--- src/hw/rtl/ppr_pkg.sv ---
// shared types and constants for the polygon point-region classifier
// used by every module and interface of the block; no dependencies
`timescale 1ns / 1ps

package ppr_pkg;

    localparam int MAX_VERTICES = 32;
    localparam int ADDR_W       = $clog2(MAX_VERTICES);
    localparam int CNT_W        = $clog2(MAX_VERTICES + 1);
    localparam int COORD_W      = 32;
    localparam int DIFF_W       = COORD_W + 1;
    localparam int PROD_W       = 2 * DIFF_W;
    localparam int CMD_W        = 2;
    localparam int REGION_W     = 2;
    localparam int MIN_POLY_VERTICES = 3;

    typedef enum logic [CMD_W-1:0] {
        CMD_CLEAR    = 2'd0,
        CMD_APPEND   = 2'd1,
        CMD_CLASSIFY = 2'd2
    } cmd_t;

    localparam logic [REGION_W-1:0] REGION_OUTSIDE_BOX = 2'd0;
    localparam logic [REGION_W-1:0] REGION_IN_BOX      = 2'd1;
    localparam logic [REGION_W-1:0] REGION_INSIDE      = 2'd2;

    localparam logic STATUS_OK      = 1'b0;
    localparam logic STATUS_DROPPED = 1'b1;

    // per-token control carried down the edge pipeline
    typedef struct packed {
        logic last;        // final token of its item, produces the result
        logic tested;      // point was in the box, parity decides the region
        logic poly_valid;
        logic status;
    } tag_t;

    // test point and the two end vertices of one edge
    typedef struct packed {
        logic [COORD_W-1:0] tx;
        logic [COORD_W-1:0] ty;
        logic [COORD_W-1:0] xi;
        logic [COORD_W-1:0] yi;
        logic [COORD_W-1:0] xj;
        logic [COORD_W-1:0] yj;
    } edge_pts_t;

endpackage

--- src/hw/rtl/ppr_in_if.sv ---
// input channel of the classifier: command and point coordinates
// depends on ppr_pkg
`timescale 1ns / 1ps

interface ppr_in_if;
    logic                                valid;
    logic                                ready;
    logic [ppr_pkg::CMD_W-1:0]           command;
    logic signed [ppr_pkg::COORD_W-1:0]  point_x;
    logic signed [ppr_pkg::COORD_W-1:0]  point_y;

    modport source (output valid, output command, output point_x, output point_y,
                    input ready);
    modport sink   (input valid, input command, input point_x, input point_y,
                    output ready);
endinterface

--- src/hw/rtl/ppr_issue.sv ---
// front end: polygon state, vertex store, bounding box and edge sequencer
// issues one edge token per cycle into the pipeline unless stalled; depends on ppr_pkg, ppr_in_if
`timescale 1ns / 1ps

module ppr_issue (
    input  logic                       clk,
    input  logic                       rst_n,
    input  logic                       en,
    ppr_in_if.sink                     query,
    output logic                       s1_valid,
    output ppr_pkg::tag_t              s1_tag,
    output ppr_pkg::edge_pts_t         s1_pts
);

    // polygon state
    logic [ppr_pkg::CNT_W-1:0]          count_reg, count_next;
    logic signed [ppr_pkg::COORD_W-1:0] min_x_reg, min_x_next;
    logic signed [ppr_pkg::COORD_W-1:0] max_x_reg, max_x_next;
    logic signed [ppr_pkg::COORD_W-1:0] min_y_reg, min_y_next;
    logic signed [ppr_pkg::COORD_W-1:0] max_y_reg, max_y_next;
    logic [ppr_pkg::COORD_W-1:0]        last_x_reg;
    logic [ppr_pkg::COORD_W-1:0]        last_y_reg;

    logic [ppr_pkg::COORD_W-1:0] vertex_x_mem [ppr_pkg::MAX_VERTICES];
    logic [ppr_pkg::COORD_W-1:0] vertex_y_mem [ppr_pkg::MAX_VERTICES];
    logic [ppr_pkg::COORD_W-1:0] rd_x_reg;
    logic [ppr_pkg::COORD_W-1:0] rd_y_reg;

    // item being issued
    logic                        cmd_valid_reg;
    ppr_pkg::tag_t               cmd_tag_reg;
    logic [ppr_pkg::COORD_W-1:0] cmd_x_reg;
    logic [ppr_pkg::COORD_W-1:0] cmd_y_reg;
    logic [ppr_pkg::CNT_W-1:0]   cmd_cnt_reg;
    logic [ppr_pkg::ADDR_W-1:0]  idx_reg;

    // stage 1 registers
    logic                        s1_valid_reg;
    ppr_pkg::tag_t               s1_tag_reg, s1_tag_next;
    logic [ppr_pkg::COORD_W-1:0] s1_tx_reg;
    logic [ppr_pkg::COORD_W-1:0] s1_ty_reg;
    logic [ppr_pkg::COORD_W-1:0] s1_xj_reg;
    logic [ppr_pkg::COORD_W-1:0] s1_yj_reg;

    ppr_pkg::cmd_t cmd;
    logic          accept;
    logic          cmd_last;
    logic          full;
    logic          append_ok;
    logic          in_box;
    ppr_pkg::tag_t new_tag;

    assign cmd       = ppr_pkg::cmd_t'(query.command);
    assign cmd_last  = !cmd_tag_reg.tested
                    || ({1'b0, idx_reg} == cmd_cnt_reg - ppr_pkg::CNT_W'(1));
    assign query.ready = en && (!cmd_valid_reg || cmd_last);
    assign accept    = query.valid && query.ready;
    assign full      = (count_reg == ppr_pkg::CNT_W'(ppr_pkg::MAX_VERTICES));
    assign append_ok = accept && (cmd == ppr_pkg::CMD_APPEND) && !full;

    assign in_box = (count_reg != '0)
                 && (query.point_x >= min_x_reg) && (query.point_x <= max_x_reg)
                 && (query.point_y >= min_y_reg) && (query.point_y <= max_y_reg);

    always_comb
    begin
        count_next = count_reg;
        min_x_next = min_x_reg;
        max_x_next = max_x_reg;
        min_y_next = min_y_reg;
        max_y_next = max_y_reg;
        if (accept)
        begin
            case (cmd)
                ppr_pkg::CMD_CLEAR:
                begin
                    count_next = '0;
                    min_x_next = '0;
                    max_x_next = '0;
                    min_y_next = '0;
                    max_y_next = '0;
                end
                ppr_pkg::CMD_APPEND:
                begin
                    if (!full)
                    begin
                        count_next = count_reg + ppr_pkg::CNT_W'(1);
                        if (count_reg == '0)
                        begin
                            min_x_next = query.point_x;
                            max_x_next = query.point_x;
                            min_y_next = query.point_y;
                            max_y_next = query.point_y;
                        end
                        else
                        begin
                            if (query.point_x < min_x_reg) min_x_next = query.point_x;
                            if (query.point_x > max_x_reg) max_x_next = query.point_x;
                            if (query.point_y < min_y_reg) min_y_next = query.point_y;
                            if (query.point_y > max_y_reg) max_y_next = query.point_y;
                        end
                    end
                end
                default:
                begin
                    count_next = count_reg;
                end
            endcase
        end
    end

    always_comb
    begin
        new_tag.last       = 1'b0;
        new_tag.tested     = (cmd == ppr_pkg::CMD_CLASSIFY) && in_box;
        new_tag.poly_valid = (count_next >= ppr_pkg::CNT_W'(ppr_pkg::MIN_POLY_VERTICES));
        new_tag.status     = ((cmd == ppr_pkg::CMD_APPEND) && full)
                           ? ppr_pkg::STATUS_DROPPED : ppr_pkg::STATUS_OK;
    end

    // token tag with its end-of-item mark
    always_comb
    begin
        s1_tag_next      = cmd_tag_reg;
        s1_tag_next.last = cmd_last;
    end

    always_ff @(posedge clk or negedge rst_n)
    begin
        if (!rst_n)
        begin
            count_reg <= '0;
            min_x_reg <= '0;
            max_x_reg <= '0;
            min_y_reg <= '0;
            max_y_reg <= '0;
        end
        else
        begin
            count_reg <= count_next;
            min_x_reg <= min_x_next;
            max_x_reg <= max_x_next;
            min_y_reg <= min_y_next;
            max_y_reg <= max_y_next;
        end
    end

    // last stored vertex closes the ring for edge zero
    always_ff @(posedge clk)
    begin
        if (append_ok)
        begin
            last_x_reg <= query.point_x;
            last_y_reg <= query.point_y;
        end
    end

    // vertex store: one write port, one registered read port
    always_ff @(posedge clk)
    begin
        if (append_ok)
        begin
            vertex_x_mem[count_reg[ppr_pkg::ADDR_W-1:0]] <= query.point_x;
            vertex_y_mem[count_reg[ppr_pkg::ADDR_W-1:0]] <= query.point_y;
        end
        if (en)
        begin
            rd_x_reg <= vertex_x_mem[idx_reg];
            rd_y_reg <= vertex_y_mem[idx_reg];
        end
    end

    // sequencer
    always_ff @(posedge clk or negedge rst_n)
    begin
        if (!rst_n)
        begin
            cmd_valid_reg <= 1'b0;
            idx_reg       <= '0;
        end
        else if (en)
        begin
            if (accept)
            begin
                cmd_valid_reg <= 1'b1;
                idx_reg       <= '0;
            end
            else if (cmd_valid_reg && cmd_last)
            begin
                cmd_valid_reg <= 1'b0;
            end
            else if (cmd_valid_reg)
            begin
                idx_reg <= idx_reg + ppr_pkg::ADDR_W'(1);
            end
        end
    end

    always_ff @(posedge clk)
    begin
        if (accept)
        begin
            cmd_tag_reg <= new_tag;
            cmd_x_reg   <= query.point_x;
            cmd_y_reg   <= query.point_y;
            cmd_cnt_reg <= count_reg;
        end
    end

    // stage 1: edge token with its previous vertex
    always_ff @(posedge clk or negedge rst_n)
    begin
        if (!rst_n)
            s1_valid_reg <= 1'b0;
        else if (en)
            s1_valid_reg <= cmd_valid_reg;
    end

    always_ff @(posedge clk)
    begin
        if (en)
        begin
            s1_tag_reg      <= s1_tag_next;
            s1_tx_reg       <= cmd_x_reg;
            s1_ty_reg       <= cmd_y_reg;
            s1_xj_reg       <= (idx_reg == '0) ? last_x_reg : rd_x_reg;
            s1_yj_reg       <= (idx_reg == '0) ? last_y_reg : rd_y_reg;
        end
    end

    assign s1_valid  = s1_valid_reg;
    assign s1_tag    = s1_tag_reg;
    assign s1_pts.tx = s1_tx_reg;
    assign s1_pts.ty = s1_ty_reg;
    assign s1_pts.xi = rd_x_reg;
    assign s1_pts.yi = rd_y_reg;
    assign s1_pts.xj = s1_xj_reg;
    assign s1_pts.yj = s1_yj_reg;

`ifndef SYNTHESIS
    a_count_bound: assert property (@(posedge clk) disable iff (!rst_n)
        count_reg <= ppr_pkg::CNT_W'(ppr_pkg::MAX_VERTICES))
        else $error("vertex count above store depth");

    a_idx_in_range: assert property (@(posedge clk) disable iff (!rst_n)
        cmd_valid_reg && cmd_tag_reg.tested |-> ({1'b0, idx_reg} < cmd_cnt_reg))
        else $error("edge index beyond vertex count of item");

    a_stall_holds: assert property (@(posedge clk) disable iff (!rst_n)
        !en |=> $stable(idx_reg) && $stable(count_reg) && $stable(cmd_valid_reg))
        else $error("sequencer moved during stall");
`endif

endmodule

--- src/flat_wrapper.sv ---
// flat-port wrapper written by rule: the top's interface ports become plain ports
module ppr_issue_flat 
  (clk, rst_n, en, s1_valid, s1_tag, s1_pts, query_valid, query_command, query_point_x, query_point_y, query_ready);
  ppr_in_if query_i ();
  input  logic clk;
  input  logic rst_n;
  input  logic en;
  output logic s1_valid;
  output ppr_pkg::tag_t s1_tag;
  output ppr_pkg::edge_pts_t s1_pts;
  input wire logic [$bits(query_i.valid)-1:0] query_valid;
  input wire logic [$bits(query_i.command)-1:0] query_command;
  input wire logic [$bits(query_i.point_x)-1:0] query_point_x;
  input wire logic [$bits(query_i.point_y)-1:0] query_point_y;
  output wire logic [$bits(query_i.ready)-1:0] query_ready;
  assign query_i.valid = query_valid;
  assign query_i.command = query_command;
  assign query_i.point_x = query_point_x;
  assign query_i.point_y = query_point_y;
  assign query_ready = query_i.ready;
  ppr_issue u_core (.clk(clk), .rst_n(rst_n), .en(en), .query(query_i), .s1_valid(s1_valid), .s1_tag(s1_tag), .s1_pts(s1_pts));
endmodule
--- config.mk ---
export PLATFORM = sky130hd
export DESIGN_NAME = ppr_issue_flat
export DESIGN_NICKNAME = d
export VERILOG_FILES = /design/src/hw/rtl/ppr_pkg.sv /design/src/hw/rtl/ppr_in_if.sv /design/src/hw/rtl/ppr_issue.sv /design/src/flat_wrapper.sv
export SDC_FILE = /design/constraint.sdc
export NUM_CORES = 2
export LEC_CHECK = 0
export BUFFER_PORTS_ARGS = -buffer_cell sky130_fd_sc_hd__buf_4
export CORE_MARGIN = 2
export CORE_UTILIZATION = 37
export CTS_BUF_LIST = sky130_fd_sc_hd__clkbuf_8
export CTS_CLUSTER_SIZE = 20
export DETAILED_ROUTE_END_ITERATION = 6
export PLACE_DENSITY = 0.54
export REMOVE_ABC_BUFFERS = 1
export SLEW_MARGIN = 20
export SYNTH_ARGS = -nofsm -noshare
export SYNTH_HDL_FRONTEND = slang
export SYNTH_SLANG_ARGS = --single-unit
--- constraint.sdc ---
create_clock -name clk -period 11.05 [get_ports clk]
set_input_delay 1.105 -clock clk [delete_from_list [all_inputs] [get_ports clk]]
set_output_delay 1.105 -clock clk [all_outputs]
set_load 0.02 [all_outputs]
After elaboration in Yosys (flattened, before gate mapping)
Memories as Yosys holds them, arrays and structs flattened. A register that Yosys moved wholly into a read port is not among the register bits. Index checks and enable logic that the tools add are counted.

Reduce and logical (&&, ||, !) cells: 29. Magnitude comparators: 9. Equality and inequality tests: 10. Multiplexer cells: 29. $add $sub $neg: 3.

Operators by type and width (count): 2-to-1 mux 32 bit (14); case mux 32 bit (2 select lines) (4); >= comparator 32 bit (2); > comparator 32 bit (2); less-or-equal comparator 32 bit (2); < comparator 32 bit (2); AND reduction 4 bit (4); 2-to-1 mux 5 bit (3); 2-to-1 mux 6 bit (2); != test 3 x 1 -> 1 bit (second input constant) (4); case mux 6 bit (2 select lines) (1); logical AND 1 bit (11); adder 6 x 1 -> 6 bit (second input constant) (1); == test 5 x 6 -> 1 bit (1); == test 6 bit (second input constant) (1); >= comparator 6 x 2 -> 1 bit (second input constant) (1); zero test 6 bit (1); nonzero test 2 bit (3); nonzero test 6 bit (1); subtractor 6 x 1 -> 6 bit (second input constant) (1); adder 5 x 1 -> 5 bit (second input constant) (1); zero test 5 bit (1); 2-to-1 mux 1 bit (5); zero test 1 bit (3); 8 further kinds (9).

Word-level logic and storage cells: 106. Bits in writable memories: 2048. Bits in registers: 410. Memories kept: 2.

Memories: u_core.vertex_x_mem (depth 32, width 32, rd ports 1, clocked after Yosys merged registers in 1, wr ports 1, line ppr_issue.sv:24) `logic [ppr_pkg::COORD_W-1:0] vertex_x_mem [ppr_pkg::MAX_VERTICES];`; u_core.vertex_y_mem (depth 32, width 32, rd ports 1, clocked after Yosys merged registers in 1, wr ports 1, line ppr_issue.sv:25) `logic [ppr_pkg::COORD_W-1:0] vertex_y_mem [ppr_pkg::MAX_VERTICES];`.

Depth between registers and ports, before layout
Depth in word-level cells: 10. Gate-level depth with buffers: 11.

Worst setup path after synthesis
Ideal clock, no wire load.

Path kind: flip-flop to flip-flop. Start: reg u_core.cmd_cnt_reg[0] in the netlist's numbering. End: mem u_core.vertex_x_mem[3][0] in the netlist's numbering (enable). Clock period less this slack: 6.407 ns. Path buffers: 0. Slack: 4.643 ns. Library setup time: 0.487 ns. Arrival time: 5.920 ns. Cell stages (with the launch flop): 11. Cells stage by stage: edfxtp_1 > inv_1 > ha_1 > or3b_1 > a211oi_1 > nand4_1 > o211ai_1 > nand3_1 > clkinv_1 > nand2_1 > nor2_1.

Cells in the longest elaborated chain, start to end: 10.

RTL lines: start: declaration (line ppr_issue.sv:34) `logic [ppr_pkg::CNT_W-1:0] cmd_cnt_reg;`; start signal: assignment (line ppr_issue.sv:206) `cmd_cnt_reg <= count_reg;`; subtractor 6 x 1 -> 6 bit (line ppr_issue.sv:55) `|| ({1'b0, idx_reg} == cmd_cnt_reg - ppr_pkg::CNT_W'(1));`; == test 5 x 6 -> 1 bit (line ppr_issue.sv:55); logical OR 1 bit (line ppr_issue.sv:55); logical OR 1 bit (line ppr_issue.sv:56) `assign query.ready = en && (!cmd_valid_reg || cmd_last);`; logical AND 1 bit (line ppr_issue.sv:56); logical AND 1 bit (line ppr_issue.sv:57) `assign accept = query.valid && query.ready;`; logical AND 1 bit (2 in series) (line ppr_issue.sv:59) `assign append_ok = accept && (cmd == ppr_pkg::CMD_APPEND) && !full;`; named net u_core.append_ok (line ppr_issue.sv:49) `logic append_ok;`; 2-to-1 mux 1 bit (line ppr_issue.sv:161) `if (append_ok)`; 2-to-1 mux 1 bit (implied by the code) (line ppr_issue.sv:163) `vertex_x_mem[count_reg[ppr_pkg::ADDR_W-1:0]] <= query.point_x;`; end: declaration (line ppr_issue.sv:24).

The timed path passes the listed nets, and every way through them passes these cells.

Final worst setup path
Start: reg u_core.idx_reg[4] in the netlist's numbering. End: mem u_core.vertex_x_mem[20][20] in the netlist's numbering (enable).

Cells in the longest elaborated chain, start to end: 9.

RTL lines: start: declaration (line ppr_issue.sv:35) `logic [ppr_pkg::ADDR_W-1:0] idx_reg;`; start signal: assignment (line ppr_issue.sv:194) `idx_reg <= idx_reg + ppr_pkg::ADDR_W'(1);`; == test 5 x 6 -> 1 bit (line ppr_issue.sv:55); logical OR 1 bit (line ppr_issue.sv:55); logical OR 1 bit (line ppr_issue.sv:56); logical AND 1 bit (line ppr_issue.sv:56); logical AND 1 bit (line ppr_issue.sv:57); logical AND 1 bit (2 in series) (line ppr_issue.sv:59); named net u_core.append_ok (line ppr_issue.sv:49); 2-to-1 mux 1 bit (line ppr_issue.sv:161); 2-to-1 mux 1 bit (implied by the code) (line ppr_issue.sv:163).

The timed path passes the listed nets, and every way through them passes these cells.

==> flow_summary.yaml <==
detailed_routing:
  drt_wl_total_mm: 257
  post_drt_via_cell_ratio: 5.33
  drt-wirelength-per-cell_um: 29.4
  detailedRoute.firstPassIterationCount: 6
  post-route-drc-count: 0
  dr_total_vias: 46700
  drt_iter0_drc: 4352
  drtAntennaViolNets: 0
synthesis:
  netlist.area_leader.share: 0.732
  postSynth.topFlopCell: "edfxtp_1"
  yosys-top-cells-area: "edfxtp_1, mux4_2, dfrtp_1"
  yosysSeqAreaShare: 0.768
  async_reset_ff_frac: 0.0559
  synth_seq_cells: 2522
  synthDominantAreaCellType: "edfxtp_1"
  yosys-top-cells-count: "edfxtp_1, mux4_2, mux2_2"
  ys_warn_count: 0
  synth_most_common_cell: "edfxtp_1"
  synth_enable_flop_cells: 2381
  synthDistinctLibCells: 64
  synth_area_per_cell_um2: 22.8
  synthCells: 4277
  syn_area_mm2: 0.0976
setup_path:
  timing.reg2reg.setup_slack_ns: 4.23
  crit-reg2reg-capture: "u_core.vertex_x_mem[20][20]"
  r2r_start: "u_core.idx_reg[4]"
  ff2ff_path_depth: 11
  critPathLaunchType: "register"
  end_kind: "register"
  critical_path.max_fanout: 42
  worst-setup-path-type: "reg2reg"
  crit_path_arrival_time_ns: 7.41
  critical_path_required_ns: 11.64
placement:
  port_buffers: 267
  weighted_congestion_reported_at_the_end_of_routability_driven_placement: 0.760
  preCtsSetupSlack_ns: 4.16
  dpl.hpwl_mm: 142
sta:
  holdWs_ns: 0.123
  unrepaired_setup_endpoints_after_global_routing: "no"
  finalHoldViolCount: 0
  slew_headroom: 0.230
  worst_slew_pin_slew_ns: 1.15
  post-route-worst-setup-slack_ns: 4.23
  post_layout_minimum_cycle_time_ns: 6.82
  setup_viol: 0
  final-max-slew-violation-count: 0
  fmax_mhz: 147
  setup_total_negative_slack_ns: 0
  fin_worst_skew_ns: 0.0943
  final.period_utilization: 0.617
finish:
  filler_cells_inserted: 22800
  num-nets-final: 5094
  final_layout_size_suffix_gt1_frac: 0.351
  layout-area-overhead-vs-synth_pct: 15.1
global_route:
  grt_use_total: 0.189
  grt_first_pass_wirelength_mm: 364
  grt_max_degree: 149
  grt_remaining_overflow: 0
  first_global_vias: 48600
  met1_usage: 0.266
  grt_use_met2: 0.303
  grt_antenna_before_repair: 16
  global_route.peak_usage_layer: "met2"
  fraction_of_met3_tracks_used_by_global_routing: 0.0305
clocking:
  clock_sinks: 2522
  clock_tree_buffer_depth: 4
  clkSlewWorstSetupHoldPaths_ns: 0.07
  numCtsBuffers: 421
  clk_root_buffer_cell: "clkbuf_8"
  cts_hold_buf: 0
  post_cts_buffers: 0
  post_cts_resize_count: 0
  clock_latency_ns: 1.06
  cts_tree: "yes"
  htree_num_levels: 5
hold_path:
  min-delay-path-class: "in2async"
run:
  drv_cap: 0
floorplanning:
  initial_utilization: 0.372
  pin_count: 268
  fp.coreArea_mm2: 0.263
  die_y_extent_um: 518
  die_w_um: 518
  floorplan.rows: 188
  design.die.area_mm2: 0.268
pwr:
  final_power_mw: 21.6
  powerDensity_mw_per_mm2: 192
  ir_worst_vdd_uv: 114
  leakage_nw: 36.4
run_status:
  outcome: "complete, no violations"
## area by class of cell
cell class	instances	area (um^2)	area share
Sequential cell	2522	75000	0.668
Inverter	138	523	0.00465
Timing Repair Buffer	372	2910	0.0259
Clock buffer	429	5900	0.0525
Clock inverter	334	1930	0.0171
Tap cell	3515	4400	0.0391
Antenna cell	12	30.0	0.000267
Multi-Input combinational cell	1434	21600	0.192
## metrics by stage
step	util	instances	cell area (um^2)
floorplan	-	4094	96900
global placement	0.398	7980	104000
detailed placement	0.398	7980	104000
CTS	0.428	8743	112000
global route	0.428	8748	112000
finish	0.428	8756	112000
## power by group
group          internal, mW  switching (mW)
registers              10.8           0.207
logic                  1.34            1.54
clock network          3.98            3.80
## layout by cell type, fill, tap and decap left out, types with 5 or more instances in the layout
| master | synthesis | final |
|---|---|---|
| clkinv_1 | 1 | 116 |
| a21o_1 | 15 | 15 |
| mux4_2 | 640 | 640 |
| and2_1 | 64 | 64 |
| inv_1 | 137 | 268 |
| clkbuf_8 | 0 | 429 |
| a211oi_1 | 5 | 5 |
| nor2b_1 | 6 | 5 |
| and4_1 | 5 | 5 |
| edfxtp_1 | 2381 | 2381 |
| nand2_1 | 46 | 46 |
| or3_1 | 7 | 7 |
| buf_4 | 9 | 360 |
| a21oi_1 | 44 | 44 |
| dfrtp_1 | 141 | 136 |
| nand4_1 | 18 | 18 |
| a211o_1 | 5 | 5 |
| o21ai_0 | 26 | 25 |
| clkinvlp_4 | 0 | 9 |
| mux2_2 | 256 | 256 |
| bufinv_16 | 0 | 15 |
| diode_2 | 0 | 12 |
| dfrtp_4 | 0 | 5 |
| a221o_1 | 5 | 5 |
| nor2_4 | 0 | 33 |
| ha_1 | 135 | 135 |
| nor3_1 | 9 | 9 |
| nand3_1 | 23 | 23 |
| clkinv_8 | 0 | 6 |
| inv_6 | 0 | 5 |
| nand3b_1 | 5 | 5 |
| buf_12 | 0 | 6 |
| clkinv_2 | 0 | 44 |
| nor2_1 | 52 | 19 |
## cells by family after synthesis
logic type / after synthesis / share of synthesized area
xor+xnor: 5 / 0.000449
flops: 2522 / 0.768
buf+inv: 321 / 0.0128
simple gates: 260 / 0.0144
compound gates: 134 / 0.00902
mux: 900 / 0.178
fa+ha+maj: 135 / 0.0173
## how the worst max path moves through the flow
stage	cells past startpoint	start	slack, ns	to
after floorplan	8	u_core.idx_reg[0]	-13.41	u_core.vertex_x_mem[3][0]
after global placement	10	u_core.idx_reg[4]	4.01	u_core.vertex_x_mem[4][11]
after detailed placement	10	u_core.idx_reg[4]	4.16	u_core.vertex_x_mem[4][30]
after CTS	10	u_core.idx_reg[4]	4.05	u_core.vertex_x_mem[4][8]
after global routing	11	u_core.idx_reg[4]	4.00	u_core.vertex_x_mem[20][20]
final	11	u_core.idx_reg[4]	4.23	u_core.vertex_x_mem[20][20]
## per-layer routing
| layer | vias to the layer above | wire [um] |
|---|---|---|
| met5 | - | 0 |
| met4 | 0 | 6870 |
| met3 | 363 | 14900 |
| met2 | 1580 | 123000 |
| met1 | 25500 | 112000 |
| li1 | 19200 | - |
## worst max-delay path: stages, from the launching register on
cell and delay [ns]:
dfrtp_4 1.09, xor2_1 0.22, a211oi_1 0.32, nand4_1 0.22, o211ai_1 0.40, nand3_1 0.37, inv_6 0.54, buf_4 0.75
nand2_1 0.59, nor2_4 0.61, buf_4 0.42, buf_4 0.73
Power figures use the tool's default switching activity.
