$ cat src/hw/rtl/ppr_pkg.sv
// shared types and constants for the polygon point-region classifier
// used by every module and interface of the block; no dependencies
`timescale 1ns / 1ps

package ppr_pkg;

    localparam int MAX_VERTICES = 32;
    localparam int ADDR_W       = $clog2(MAX_VERTICES);
    localparam int CNT_W        = $clog2(MAX_VERTICES + 1);
    localparam int COORD_W      = 32;
    localparam int DIFF_W       = COORD_W + 1;
    localparam int PROD_W       = 2 * DIFF_W;
    localparam int CMD_W        = 2;
    localparam int REGION_W     = 2;
    localparam int MIN_POLY_VERTICES = 3;

    typedef enum logic [CMD_W-1:0] {
        CMD_CLEAR    = 2'd0,
        CMD_APPEND   = 2'd1,
        CMD_CLASSIFY = 2'd2
    } cmd_t;

    localparam logic [REGION_W-1:0] REGION_OUTSIDE_BOX = 2'd0;
    localparam logic [REGION_W-1:0] REGION_IN_BOX      = 2'd1;
    localparam logic [REGION_W-1:0] REGION_INSIDE      = 2'd2;

    localparam logic STATUS_OK      = 1'b0;
    localparam logic STATUS_DROPPED = 1'b1;

    // per-token control carried down the edge pipeline
    typedef struct packed {
        logic last;        // final token of its item, produces the result
        logic tested;      // point was in the box, parity decides the region
        logic poly_valid;
        logic status;
    } tag_t;

    // test point and the two end vertices of one edge
    typedef struct packed {
        logic [COORD_W-1:0] tx;
        logic [COORD_W-1:0] ty;
        logic [COORD_W-1:0] xi;
        logic [COORD_W-1:0] yi;
        logic [COORD_W-1:0] xj;
        logic [COORD_W-1:0] yj;
    } edge_pts_t;

endpackage

$ cat src/hw/rtl/ppr_out_if.sv
// result channel of the classifier: region, polygon valid flag, status
// depends on ppr_pkg
`timescale 1ns / 1ps

interface ppr_out_if;
    logic                           valid;
    logic                           ready;
    logic [ppr_pkg::REGION_W-1:0]   region;
    logic                           polygon_valid;
    logic                           status;

    modport source (output valid, output region, output polygon_valid, output status,
                    input ready);
    modport sink   (input valid, input region, input polygon_valid, input status,
                    output ready);
endinterface

$ cat src/hw/rtl/ppr_collect.sv
// even-odd accumulator and result register, source of the pipeline enable
// depends on ppr_pkg, ppr_out_if
`timescale 1ns / 1ps

module ppr_collect (
    input  logic            clk,
    input  logic            rst_n,
    input  logic            s4_valid,
    input  ppr_pkg::tag_t   s4_tag,
    input  logic            s4_cross,
    output logic            en,
    ppr_out_if.source       answer
);

    logic                         odd_reg;
    logic                         odd_final;
    logic                         out_valid_reg;
    logic [ppr_pkg::REGION_W-1:0] region_reg;
    logic                         poly_valid_reg;
    logic                         status_reg;

    assign en        = !out_valid_reg || answer.ready;
    assign odd_final = odd_reg ^ s4_cross;

    always_ff @(posedge clk or negedge rst_n)
    begin
        if (!rst_n)
        begin
            out_valid_reg <= 1'b0;
            odd_reg       <= 1'b0;
        end
        else if (en)
        begin
            out_valid_reg <= s4_valid && s4_tag.last;
            if (s4_valid)
                odd_reg <= s4_tag.last ? 1'b0 : odd_final;
        end
    end

    always_ff @(posedge clk)
    begin
        if (en && s4_valid && s4_tag.last)
        begin
            if (!s4_tag.tested)
                region_reg <= ppr_pkg::REGION_OUTSIDE_BOX;
            else if (odd_final)
                region_reg <= ppr_pkg::REGION_INSIDE;
            else
                region_reg <= ppr_pkg::REGION_IN_BOX;
            poly_valid_reg <= s4_tag.poly_valid;
            status_reg     <= s4_tag.status;
        end
    end

    assign answer.valid         = out_valid_reg;
    assign answer.region        = region_reg;
    assign answer.polygon_valid = poly_valid_reg;
    assign answer.status        = status_reg;

`ifndef SYNTHESIS
    a_parity_cleared: assert property (@(posedge clk) disable iff (!rst_n)
        en && s4_valid && s4_tag.last |=> !odd_reg)
        else $error("crossing parity not cleared after item");
`endif

endmodule

$ cat src/flat_wrapper.sv
// flat-port wrapper written by rule: the top's interface ports become plain ports
module ppr_collect_flat 
  (clk, rst_n, s4_valid, s4_tag, s4_cross, en, answer_valid, answer_region, answer_polygon_valid, answer_status, answer_ready);
  ppr_out_if answer_i ();
  input  logic clk;
  input  logic rst_n;
  input  logic s4_valid;
  input  ppr_pkg::tag_t s4_tag;
  input  logic s4_cross;
  output logic en;
  output wire logic [$bits(answer_i.valid)-1:0] answer_valid;
  output wire logic [$bits(answer_i.region)-1:0] answer_region;
  output wire logic [$bits(answer_i.polygon_valid)-1:0] answer_polygon_valid;
  output wire logic [$bits(answer_i.status)-1:0] answer_status;
  input wire logic [$bits(answer_i.ready)-1:0] answer_ready;
  assign answer_valid = answer_i.valid;
  assign answer_region = answer_i.region;
  assign answer_polygon_valid = answer_i.polygon_valid;
  assign answer_status = answer_i.status;
  assign answer_i.ready = answer_ready;
  ppr_collect u_core (.clk(clk), .rst_n(rst_n), .s4_valid(s4_valid), .s4_tag(s4_tag), .s4_cross(s4_cross), .en(en), .answer(answer_i));
endmodule
$ cat config.mk
export PLATFORM = sky130hd
export DESIGN_NAME = ppr_collect_flat
export DESIGN_NICKNAME = d
export VERILOG_FILES = /design/src/hw/rtl/ppr_pkg.sv /design/src/hw/rtl/ppr_out_if.sv /design/src/hw/rtl/ppr_collect.sv /design/src/flat_wrapper.sv
export SDC_FILE = /design/constraint.sdc
export NUM_CORES = 1
export LEC_CHECK = 0
export CAP_MARGIN = 10
export CORE_AREA = 4 4 41 43
export CTS_BUF_LIST = sky130_fd_sc_hd__clkbuf_8
export DETAILED_ROUTE_END_ITERATION = 10
export DIE_AREA = 0 0 45 47
export DONT_BUFFER_PORTS = 1
export GPL_TIMING_DRIVEN = 0
export PLACE_DENSITY = 0.35
export SLEW_MARGIN = 20
export SYNTH_ARGS = -nofsm -noshare
export SYNTH_HDL_FRONTEND = slang
export SYNTH_SLANG_ARGS = --single-unit
$ cat constraint.sdc
create_clock -name clk -period 1.4 [get_ports clk]
set_input_delay 0.07 -clock clk [delete_from_list [all_inputs] [get_ports clk]]
set_output_delay 0.07 -clock clk [all_outputs]
set_load 0.02 [all_outputs]
Word level (Yosys, flattened, before mapping)
Cells that the tools add are included.
{"block": "op_classes", "n_addsub": 0, "multipliers": 0, "div": 0, "magnitude_cmp": 0, "eq_ne": 0, "n_shift": 0, "mux": 2, "bitwise": 1, "reduce_logical": 6}
{"op": "$logic_and A1 B1 Y1", "count": 3}
{"op": "$mux W2", "count": 1}
{"op": "$reduce_and A2 Y1", "count": 1}
{"op": "$logic_not A1 Y1", "count": 1}
{"op": "$logic_or A1 B1 Y1", "count": 1}
{"op": "$mux W1", "count": 1}
{"op": "$xor A1 B1 Y1", "count": 1}
{"block": "totals", "regBits": 6, "latchBits": 0, "mem_bits_rw": 0, "romBits": 0, "inputBits": 9, "out_inout_bits": 6, "wordCells": 14, "n_memories": 0}

Longest topological paths before layout
Gate-level depths: netlist of run 1.
{"block": "logic_depth", "ltp_word": 4, "depth_mapped": 3, "mapped_depth_nobuf": 3}

Worst setup path after synthesis of run 1
Ideal clock, no wire load.
{"block": "synth_path", "path_type": "reg-to-reg", "from": "register u_core.out_valid_reg, in the netlist u_core.answer.valid", "to": "register u_core.poly_valid_reg, in the netlist u_core.answer.polygon_valid, enable pin", "setup_time_ns": 0.299, "t_arrival_ns": 0.836, "required_ns": 1.101, "path_slack_ns": 0.265, "stages_incl_launch_ff": 3, "path_buffers": 0, "synth_period_minus_slack_ns": 1.135, "cell_sequence": "dfrtp_1 > nand2b_4 > and3_2"}
{"block": "synth_via", "elab_chain_cells": 4}
{"element": "from (decl)", "line_no": "ppr_collect.sv:17", "source": "logic out_valid_reg;"}
{"element": "from (signal assigned)", "line_no": "ppr_collect.sv:34", "source": "out_valid_reg <= s4_valid && s4_tag.last;"}
{"element": "$logic_not A1 Y1", "line_no": "ppr_collect.sv:22", "source": "assign en = !out_valid_reg || answer.ready;"}
{"element": "$logic_or A1 B1 Y1", "line_no": "ppr_collect.sv:22"}
{"element": "named net en", "line_no": "flat_wrapper.sv:10", "source": "output logic en;"}
{"element": "$logic_and A1 B1 Y1 (2 in a row)", "line_no": "ppr_collect.sv:42", "source": "if (en && s4_valid && s4_tag.last)"}
{"element": "to (signal assigned)", "line_no": "ppr_collect.sv:50", "source": "poly_valid_reg <= s4_tag.poly_valid;"}
{"element": "to (decl)", "line_no": "ppr_collect.sv:19", "source": "logic poly_valid_reg;"}
The timed path passes the listed nets, and every way through them passes these cells.
A chain may end at the register's enable or synchronous reset.

Worst setup path after layout of run 1
{"block": "layout_path", "from": "register u_core.out_valid_reg, in the netlist u_core.answer.valid", "to": "register u_core.status_reg, in the netlist u_core.answer.status, enable pin"}
{"block": "layout_via", "elab_chain_cells": 4}
{"element": "$logic_not A1 Y1", "line_no": "ppr_collect.sv:22"}
{"element": "$logic_or A1 B1 Y1", "line_no": "ppr_collect.sv:22"}
{"element": "named net en", "line_no": "flat_wrapper.sv:10"}
{"element": "$logic_and A1 B1 Y1 (2 in a row)", "line_no": "ppr_collect.sv:42"}
{"element": "to (signal assigned)", "line_no": "ppr_collect.sv:51", "source": "status_reg <= s4_tag.status;"}
{"element": "to (decl)", "line_no": "ppr_collect.sv:20", "source": "logic status_reg;"}
The timed path passes the listed nets, and every way through them passes these cells.

==> results.tsv, run 1 <==
metric	value	unit
status	completed	
coreArea	1301	um^2
finalNonFillerCells	42	
viasPerCell	4.048	
ctsResizeCount	0	
pin_count	15	
grt_pass1_vias	195	
rows	13	
grt_max_degree	6	
arrival	1.10	ns
fin_crit	1.176	ns
p_per_area	1447	nW/um^2
synthCells	19	
drt_first_pass_iters	3	
hold_violations	0	
drive_gt1_frac	0.2222	
die_h	47	um
synth_most_common_cell	edfxtp_1	
yosysTopAreaCellShare	0.4660	
clk_pin_slew	0.04	ns
vdd_ir_drop_max	0.3818	mV
p_leak	0.1543	nW
nNetsFinal	38	
antenna_cells	0	
clockBufferDepth	2	
ys_warn_count	0	
synth_top_area_cell	edfxtp_1	
port_buffers	0	
die_x	45	um
worst_pin_slew	0.2721	ns
finalClockSkew	0.001590	ns
grt_use_total	0.05798	
end_kind	flop	
syn2layout_area_growth	42.72	%
grt_pass1_wl	821	um
hp-class	input pin to flop	
finalSetupViolations	0	
fmax	850.0	MHz
drcViolationCount	0	
synth_edf_count	4	
wl	466	um
htree_levels	1	
die-area	2115	um^2
start_kind	flop	
clock_latency	0.22	ns
vias	170	
numCtsBuffers	3	
cap_viol_max_count	0	
placed_cell_area	276.5	um^2
start_util	0.1981	
clock-sinks	6	
ys_ff_latch	6	
rsz0062_at_grt	false	
cts-hold-fix-buffers	5	
timing.slew.headroom	0.8186	
seq_area_frac_synth	0.6602	
postSynthNetCount	28	
holdPathStages	2	
finalPower	532.3	uW
setup_ws	0.2235	ns
globalplace.congestion	0.6644	
place_inst	34	
r2r_setup_slack	0.22	ns
design_area	367.9	um^2
slew_violations	0	
tritoncts	done	
ys_types	11	
grt_overflow	0	
ant_nets	0	
hp-start	s4_tag[3]	
rr_worst_depth	2	
synth_area_per_cell	13.57	um^2
antenna_found_initial	0	
syn-cell-area	257.7	um^2
drtIter0Drc	2	
synth_ff_type	edfxtp_1	
largest_reg_flops	2	
reg2reg_to	u_core.answer.status$_DFFE_PP_	
routedWlPerCell	11.10	um
cp_max_fo	5	
hold-path-endpoint	u_core.odd_reg$_DFFE_PN0P_	
cts_setup_buffers	0	
critPathRequiredTime	1.32	ns
post-place-ws	0.2188	ns
criticalPathCategory	flop to flop	
cts_root_buf	clkbuf_8	
setup_tns	0	ns
r2r-start	u_core.answer.valid$_DFFE_PN0P_	
ys_async_sr_fraction	0.3333	
min_period_over_period	0.8403	
synth.area.top_cells	edfxtp_1, dfrtp_1, a21boi_0	
worst max-delay path, cell delays in order (launching register included):
cell	delay, ns
dfrtp_1	0.47
nand2b_4	0.16
and3_2	0.25
how the worst max path moves through the flow:
| stage | to | depth (start not counted) | slack (ns) | from |
|---|---|---|---|---|
| after floorplan | u_core.answer.polygon_valid$_DFFE_PP_ | 2 | 0.26 | u_core.answer.valid$_DFFE_PN0P_ |
| after CTS | u_core.answer.status$_DFFE_PP_ | 2 | 0.21 | u_core.answer.valid$_DFFE_PN0P_ |
| after global placement | u_core.answer.status$_DFFE_PP_ | 2 | 0.22 | u_core.answer.valid$_DFFE_PN0P_ |
| after detailed placement | u_core.answer.region[0]$_SDFFCE_PN0P_ | 2 | 0.22 | u_core.answer.valid$_DFFE_PN0P_ |
| final | u_core.answer.status$_DFFE_PP_ | 2 | 0.22 | u_core.answer.valid$_DFFE_PN0P_ |
| after global routing | u_core.answer.region[0]$_SDFFCE_PN0P_ | 2 | 0.19 | u_core.answer.valid$_DFFE_PN0P_ |
layer usage:
layer | vias up | part of all wire | wire, um | GRT usage
met2 | 8 | 0.52 | 240 | 0.08475
met1 | 79 | 0.39 | 183 | 0.06467
met4 | 0 | 0 | 0 | 0.05263
li1 | 83 | - | - | -
met5 | - | 0 | 0 | 0
met3 | 0 | 0.090 | 42 | 0.02299
cells in the final DEF (no fill, tap or decap):
cell type	instances
a211o_1	1
a21boi_0	2
and2_4	1
and3_1	1
and3_2	1
clkbuf_8	3
dfrtp_1	2
dlygate4sd3_1	5
edfxtp_1	4
nand2_1	2
nand2b_1	2
nand2b_4	1
nor2_1	2
power by group:
part | total, mW | switching, mW | internal, mW | leakage, nW
combinational | 0.0531 | 0.0216 | 0.0314 | 0.0702
sequential | 0.229 | 0.0200 | 0.209 | 0.0626
clock | 0.250 | 0.0661 | 0.184 | 0.0216
metrics by stage:
step | hold slack [ns] | util
finish | 0.06642 | 0.2827
floorplan | -0.2256 | -
global placement | -0.2255 | 0.2125
CTS | 0.06598 | 0.2827
global route | 0.09567 | 0.2827
detailed placement | -0.2255 | 0.2125
final cells by class:
class | count | area, um^2
repair buffers | 5 | 50.05
clock buffers | 3 | 41.29
multi-input cells | 13 | 87.58
well taps | 15 | 18.77
flip-flops and latches | 6 | 170.2
fillers | 150 | 933.4
kinds of logic (layout without fill, tap and decap cells):
group / Yosys count / count (layout) / share of synthesized area
AND/OR/NAND/NOR: 10 / 10 / 0.2476
flip-flops: 6 / 6 / 0.6602
AO/OA/AOI/OAI: 3 / 3 / 0.09222
buffers and inverters: 0 / 8 / 0
Note: power is estimated with default switching activity, not from simulation.
==> run 2, diff against run 1 <==
==> constraint.sdc (replaced) <==
create_clock -name clk -period 1.2 [get_ports clk]
set_input_delay 0.06 -clock clk [delete_from_list [all_inputs] [get_ports clk]]
set_output_delay 0.06 -clock clk [all_outputs]
set_load 0.02 [all_outputs]
==> results.tsv, run 2 (synthesis gave the netlist of run 1 again) <==
metric	value	unit	change
end_kind	flop		
globalplace.congestion	0.6644		unchanged
wl	466	um	unchanged
clock-sinks	6		unchanged
finalSetupViolations	0		unchanged
p_switching	125.6	uW	+17%
multiInputGateArea	87.58	um^2	unchanged
min_period_over_period	0.9508		+0.1104
timing.slew.headroom	0.8624		+0.04379
setup_ws	0.05908	ns	-0.1645 ns
hold_ws	0.05642	ns	-0.01000 ns
pin_count	15		unchanged
cap_viol_max_count	0		unchanged
rr_worst_depth	2		unchanged
cp_max_fo	5		unchanged
criticalPathCategory	flop to flop		
r2r_setup_slack	0.06	ns	-0.16 ns
die_x	45	um	unchanged
grt_pass1_vias	195		unchanged
p_per_area	1684	nW/um^2	+16%
grt_pass1_wl	821	um	unchanged
arrival	1.06	ns	-0.04 ns
viasPerCell	4.048		unchanged
nFillCells	149		-0.67%
status	completed		
die-area	2115	um^2	unchanged
post-place-ws	0.01882	ns	-0.2000 ns
numCtsBuffers	3		unchanged
grt_overflow	0		unchanged
clockBufferDepth	2		unchanged
ant_nets	0		unchanged
drt_first_pass_iters	3		unchanged
grt_max_degree	6		unchanged
rsz0062_at_grt	false		
holdPathStages	2		unchanged
syn2layout_area_growth	43.20	%	
drtIter0Drc	2		unchanged
register_area	171.4	um^2	+0.74%
htree_levels	1		unchanged
fin_crit	1.141	ns	-0.03555 ns
final_common_cell	dlygate4sd3_1		
antenna_cells	0		unchanged
vias	170		unchanged
nNetsFinal	38		unchanged
p_leak	0.1532	nW	-0.73%
placed_cell_area	276.5	um^2	unchanged
p_clk_frac	0.469		about the same
crit_end	u_core.answer.status$_DFFE_PP_		
layout_common_cells	dlygate4sd3_1, edfxtp_1, clkbuf_8		
coreArea	1301	um^2	unchanged
die_h	47	um	unchanged
largest_reg_flops	2		unchanged
hold_violations	0		unchanged
port_buffers	0		unchanged
worst_pin_slew	0.2069	ns	-0.06525 ns
pwr-share-seq	0.431		about the same
setup_tns	0	ns	unchanged
start_util	0.1981		unchanged
drive_gt1_frac	0.2593		+0.03704
crit_path_start	u_core.answer.valid$_DFFE_PN0P_		
slew_violations	0		unchanged
fmax	876.5	MHz	+3.1%
antenna_found_initial	0		unchanged
finalClockSkew	0.001592	ns	+0.000001560 ns
slowest_stage	dfrtp_2		
r2r-start	u_core.answer.valid$_DFFE_PN0P_		
start_kind	flop		
hp-class	input pin to flop		
cts_root_buf	clkbuf_8		
max_stage_delay	0.46	ns	about the same
cp_cell_sequence	nand2b_4, and3_2		
grt_use_total	0.05798		unchanged
reg2reg_to	u_core.answer.status$_DFFE_PP_		
cts_setup_buffers	0		unchanged
swShare	0.2020		-0.0002309
comb_power_share	0.100		about the same
design_area	369.1	um^2	+0.34%
tritoncts	done		
clock_latency	0.22	ns	about the same
rows	13		unchanged
critPathRequiredTime	1.12	ns	-0.20 ns
vdd_ir_drop_max	0.4456	mV	+17%
clk_pin_slew	0.04	ns	about the same
routedWlPerCell	11.10	um	unchanged
drcViolationCount	0		unchanged
internal_power	496.2	uW	+17%
[run 2: cell types whose count changed in the layout (fill, tap and decap cells not counted)]
cell / previous run / this run
dfrtp_1: 2 / 1
dfrtp_2: 0 / 1
[run 2: timing repair]
action                     CTS  global route
setup endpoints to repair    0             4
gates resized for setup      0             1
hold buffers                 5             0
hold endpoints to repair     5             0
[run 2: routing by layer]
layer	track usage	wire [um]
met5	0	0
met2	0.08475	240
met4	0.05263	0
met3	0.02299	42
met1	0.06467	183
[run 2: critical path: cells and delay by family (launching register included)]
kind	cells	cell delay (ns)
and+or+nand+nor	2	0.39
DFF	1	0.46
[run 2: area by class of cell]
| class | instances | area share |
|---|---|---|
| Sequential cell | 6 | 0.4644 |
| Tap cell | 15 | 0.05085 |
| Timing Repair Buffer | 5 | 0.1356 |
| Clock buffer | 3 | 0.1119 |
| Multi-Input combinational cell | 13 | 0.2373 |
[run 2: stage by stage]
step                power (mW)  instances  utilization
global placement        0.3172         34       0.2125
CTS                     0.6357         42       0.2827
finish                  0.6217         42       0.2837
global route            0.6574         42       0.2837
floorplan               0.3102         19            -
detailed placement      0.3199         34       0.2125
[run 2: worst min-delay path by stage]
| stage | startpoint | end | slack, ns |
|---|---|---|---|
| after floorplan | rst_n | u_core.answer.valid$_DFFE_PN0P_ | -0.24 |
| after global placement | rst_n | u_core.answer.valid$_DFFE_PN0P_ | -0.24 |
| after detailed placement | rst_n | u_core.answer.valid$_DFFE_PN0P_ | -0.24 |
| after CTS | s4_tag[3] | u_core.odd_reg$_DFFE_PN0P_ | 0.06 |
| after global routing | rst_n | u_core.answer.valid$_DFFE_PN0P_ | 0.09 |
| final | s4_tag[3] | u_core.odd_reg$_DFFE_PN0P_ | 0.06 |
[run 2: power by group through the flow]
stage | registers [mW] | clock network [mW] | logic, mW
6_report | 0.268 | 0.292 | 0.0619
5_1_grt | 0.270 | 0.316 | 0.0714
4_1_cts | 0.268 | 0.304 | 0.0634
3_5_place_dp | 0.271 | 0 | 0.0493
3_3_place_gp | 0.270 | 0 | 0.0474
2_1_floorplan | 0.267 | 0 | 0.0430
==> run 3, diff against run 2 <==
--- a/config.mk
+++ b/config.mk
@@ -5,6 +5,7 @@
 export SDC_FILE = /design/constraint.sdc
 export NUM_CORES = 1
 export LEC_CHECK = 0
+export ABC_AREA = 1
 export CAP_MARGIN = 10
 export CORE_AREA = 4 4 41 43
 export CTS_BUF_LIST = sky130_fd_sc_hd__clkbuf_8
==> results.tsv, run 3 <==
metric	value	unit	change
status	completed		
synthTopCellsByCount	inv_1, edfxtp_1, nand2_2		
post-place-ws	-0.05975	ns	-0.07857 ns
p_switching	148.8	uW	+18%
wl	473	um	+1.5%
globalplace.congestion	0.6788		+2.2%
dp_hpwl	389.7	um	
clock-sinks	6		unchanged
synthCells	23		+4
arrival	1.08	ns	+0.02 ns
rows	13		unchanged
internal_power	486.4	uW	-2.0%
p_leak	0.1646	nW	+7.5%
worst_pin_slew	0.2727	ns	+0.06580 ns
ant_nets	0		unchanged
ys_ff_latch	6		unchanged
largest_reg_flops	2		unchanged
final_util	0.2837		unchanged
grt_pass1_wl	772	um	-6.0%
vias	176		+3.5%
reg2reg_to	u_core.answer.status$_DFFE_PP_		
drtIter0Drc	1		-1
tritoncts	done		
r2r_setup_slack	0.04	ns	-0.02 ns
criticalPathCategory	flop to flop		
drcViolationCount	0		unchanged
setup_tns	0	ns	unchanged
layout_common_cells	inv_1, dlygate4sd3_1, edfxtp_1, nand2_2, clkbuf_8		
rr_worst_depth	3		+1
htree_levels	1		unchanged
synth_most_common_cell	inv_1		
start_util	0.1942		-0.003846
multiInputGateArea	76.32	um^2	-13%
slew_violations	0		unchanged
seq_area_frac_synth	0.6733		+0.01307
finalSetupViolations	0		unchanged
clock_latency	0.22	ns	about the same
end_kind	flop		
critPathRequiredTime	1.12	ns	about the same
ys_warn_count	0		unchanged
antenna_cells	0		unchanged
start_kind	flop		
fmax	863.5	MHz	-1.5%
ys_types	10		-1
synth_top_area_cell	edfxtp_1		
cts_root_buf	clkbuf_8		
p_clk_frac	0.491		+0.022
grt_use_total	0.06195		+0.003971
finalNonFillerCells	46		+9.5%
setup_ws	0.04187	ns	-0.01721 ns
nFillCells	146		-2.0%
die_x	45	um	unchanged
viasPerCell	3.826		-5.5%
comb_power_share	0.095		-0.005
drive_gt1_frac	0.2903		+0.03106
nNetsFinal	41		+7.9%
rsz0062_at_grt	false		
crit_end	u_core.answer.status$_DFFE_PP_		
register_area	170.2	um^2	-0.73%
placed_cell_area	274.0	um^2	-0.90%
design_area	369.1	um^2	unchanged
coreArea	1301	um^2	unchanged
drt_first_pass_iters	2		-1
clockBufferDepth	2		unchanged
p_per_area	1721	nW/um^2	+2.2%
ys_async_sr_fraction	0.3333		unchanged
numCtsBuffers	3		unchanged
synth_edf_count	4		unchanged
pwr-share-seq	0.414		-0.017
syn2layout_area_growth	46.04	%	
hold_violations	0		unchanged
grt_max_degree	5		-1
hp-class	input pin to flop		
cp_max_fo	4		-1
cts_setup_buffers	0		unchanged
clk_pin_slew	0.04	ns	about the same
yosysTopAreaCellShare	0.4752		+0.009228
grt_pass1_vias	188		-3.6%
timing.slew.headroom	0.8182		-0.04416
final_common_cell	inv_1		
fin_crit	1.158	ns	+0.01721 ns
syn-cell-area	252.7	um^2	-1.9%
crit_path_start	u_core.answer.valid$_DFFE_PN0P_		
synth_area_per_cell	10.99	um^2	-19%
synth.area.top_cells	edfxtp_1, dfrtp_1, nand2_2		
grt_overflow	0		unchanged
pin_count	15		unchanged
swShare	0.2342		+0.03220
antenna_found_initial	0		unchanged
vdd_ir_drop_max	0.5201	mV	+17%
synth_ff_type	edfxtp_1		
routedWlPerCell	10.28	um	-7.3%
postSynthNetCount	32		+14%
die-area	2115	um^2	unchanged
port_buffers	0		unchanged
r2r-start	u_core.answer.valid$_DFFE_PN0P_		
min_period_over_period	0.9651		+0.01434
cap_viol_max_count	0		unchanged
finalClockSkew	0.003610	ns	+0.002019 ns
place_inst	38		+12%
die_h	47	um	unchanged
run 3: worst max-delay path: stages, from the launching register on:
cell	delay [ns]
dfrtp_1	0.47
nand2_4	0.16
nand2_2	0.09
nor2_4	0.14
run 3: routing by layer:
layer / vias up / routed length (um) / share of wire / GRT usage
met5: - / 0 / 0 / 0
met4: 0 / 8 / 0.017 / 0.07018
met3: 2 / 37 / 0.078 / 0.05747
met2: 9 / 255 / 0.54 / 0.08757
met1: 78 / 172 / 0.36 / 0.04619
li1: 87 / - / - / -
run 3: power groups by stage:
stage / Combinational [mW] / Sequential [mW] / Clock [mW]
floorplan: 0.0403 / 0.263 / 0
global placement: 0.0448 / 0.265 / 0
detailed placement: 0.0461 / 0.265 / 0
CTS: 0.0618 / 0.263 / 0.328
global route: 0.0698 / 0.265 / 0.349
finish: 0.0604 / 0.263 / 0.312
run 3: cell type report:
cell class	count	area share
Clock buffer	3	0.1119
Tap cell	15	0.05085
Inverter	5	0.05085
Sequential cell	6	0.4610
Multi-Input combinational cell	12	0.2068
Timing Repair Buffer	4	0.1085
Clock inverter	1	0.01017
run 3: cell families after synthesis:
kind of cell / synth area share
AO/OA/AOI/OAI: 0.07423
buffers and inverters: 0.07427
flip-flops: 0.6733
AND/OR/NAND/NOR: 0.1782
run 3: worst min path at each step:
| stage | from | endpoint | depth (start not counted) |
|---|---|---|---|
| floorplan | rst_n | u_core.answer.valid$_DFFE_PN0P_ | 0 |
| global placement | rst_n | u_core.odd_reg$_DFFE_PN0P_ | 0 |
| detailed placement | rst_n | u_core.odd_reg$_DFFE_PN0P_ | 0 |
| CTS | s4_valid | u_core.answer.valid$_DFFE_PN0P_ | 2 |
| global route | s4_valid | u_core.answer.valid$_DFFE_PN0P_ | 2 |
| finish | s4_valid | u_core.answer.valid$_DFFE_PN0P_ | 2 |
run 3: timing repair:
item,in CTS,in global routing
hold buffers,4,0
resized for setup,2,0
endpoints found under the hold margin,5,0
endpoints found under the setup margin,4,0
run 3: through the flow:
step / hold WS [ns] / power, mW
2_1_floorplan: -0.2356 / 0.3035
3_3_place_gp: -0.2355 / 0.3101
5_1_grt: 0.03512 / 0.6836
4_1_cts: 0.03125 / 0.6535
3_5_place_dp: -0.2355 / 0.3115
6_report: 0.03705 / 0.6352
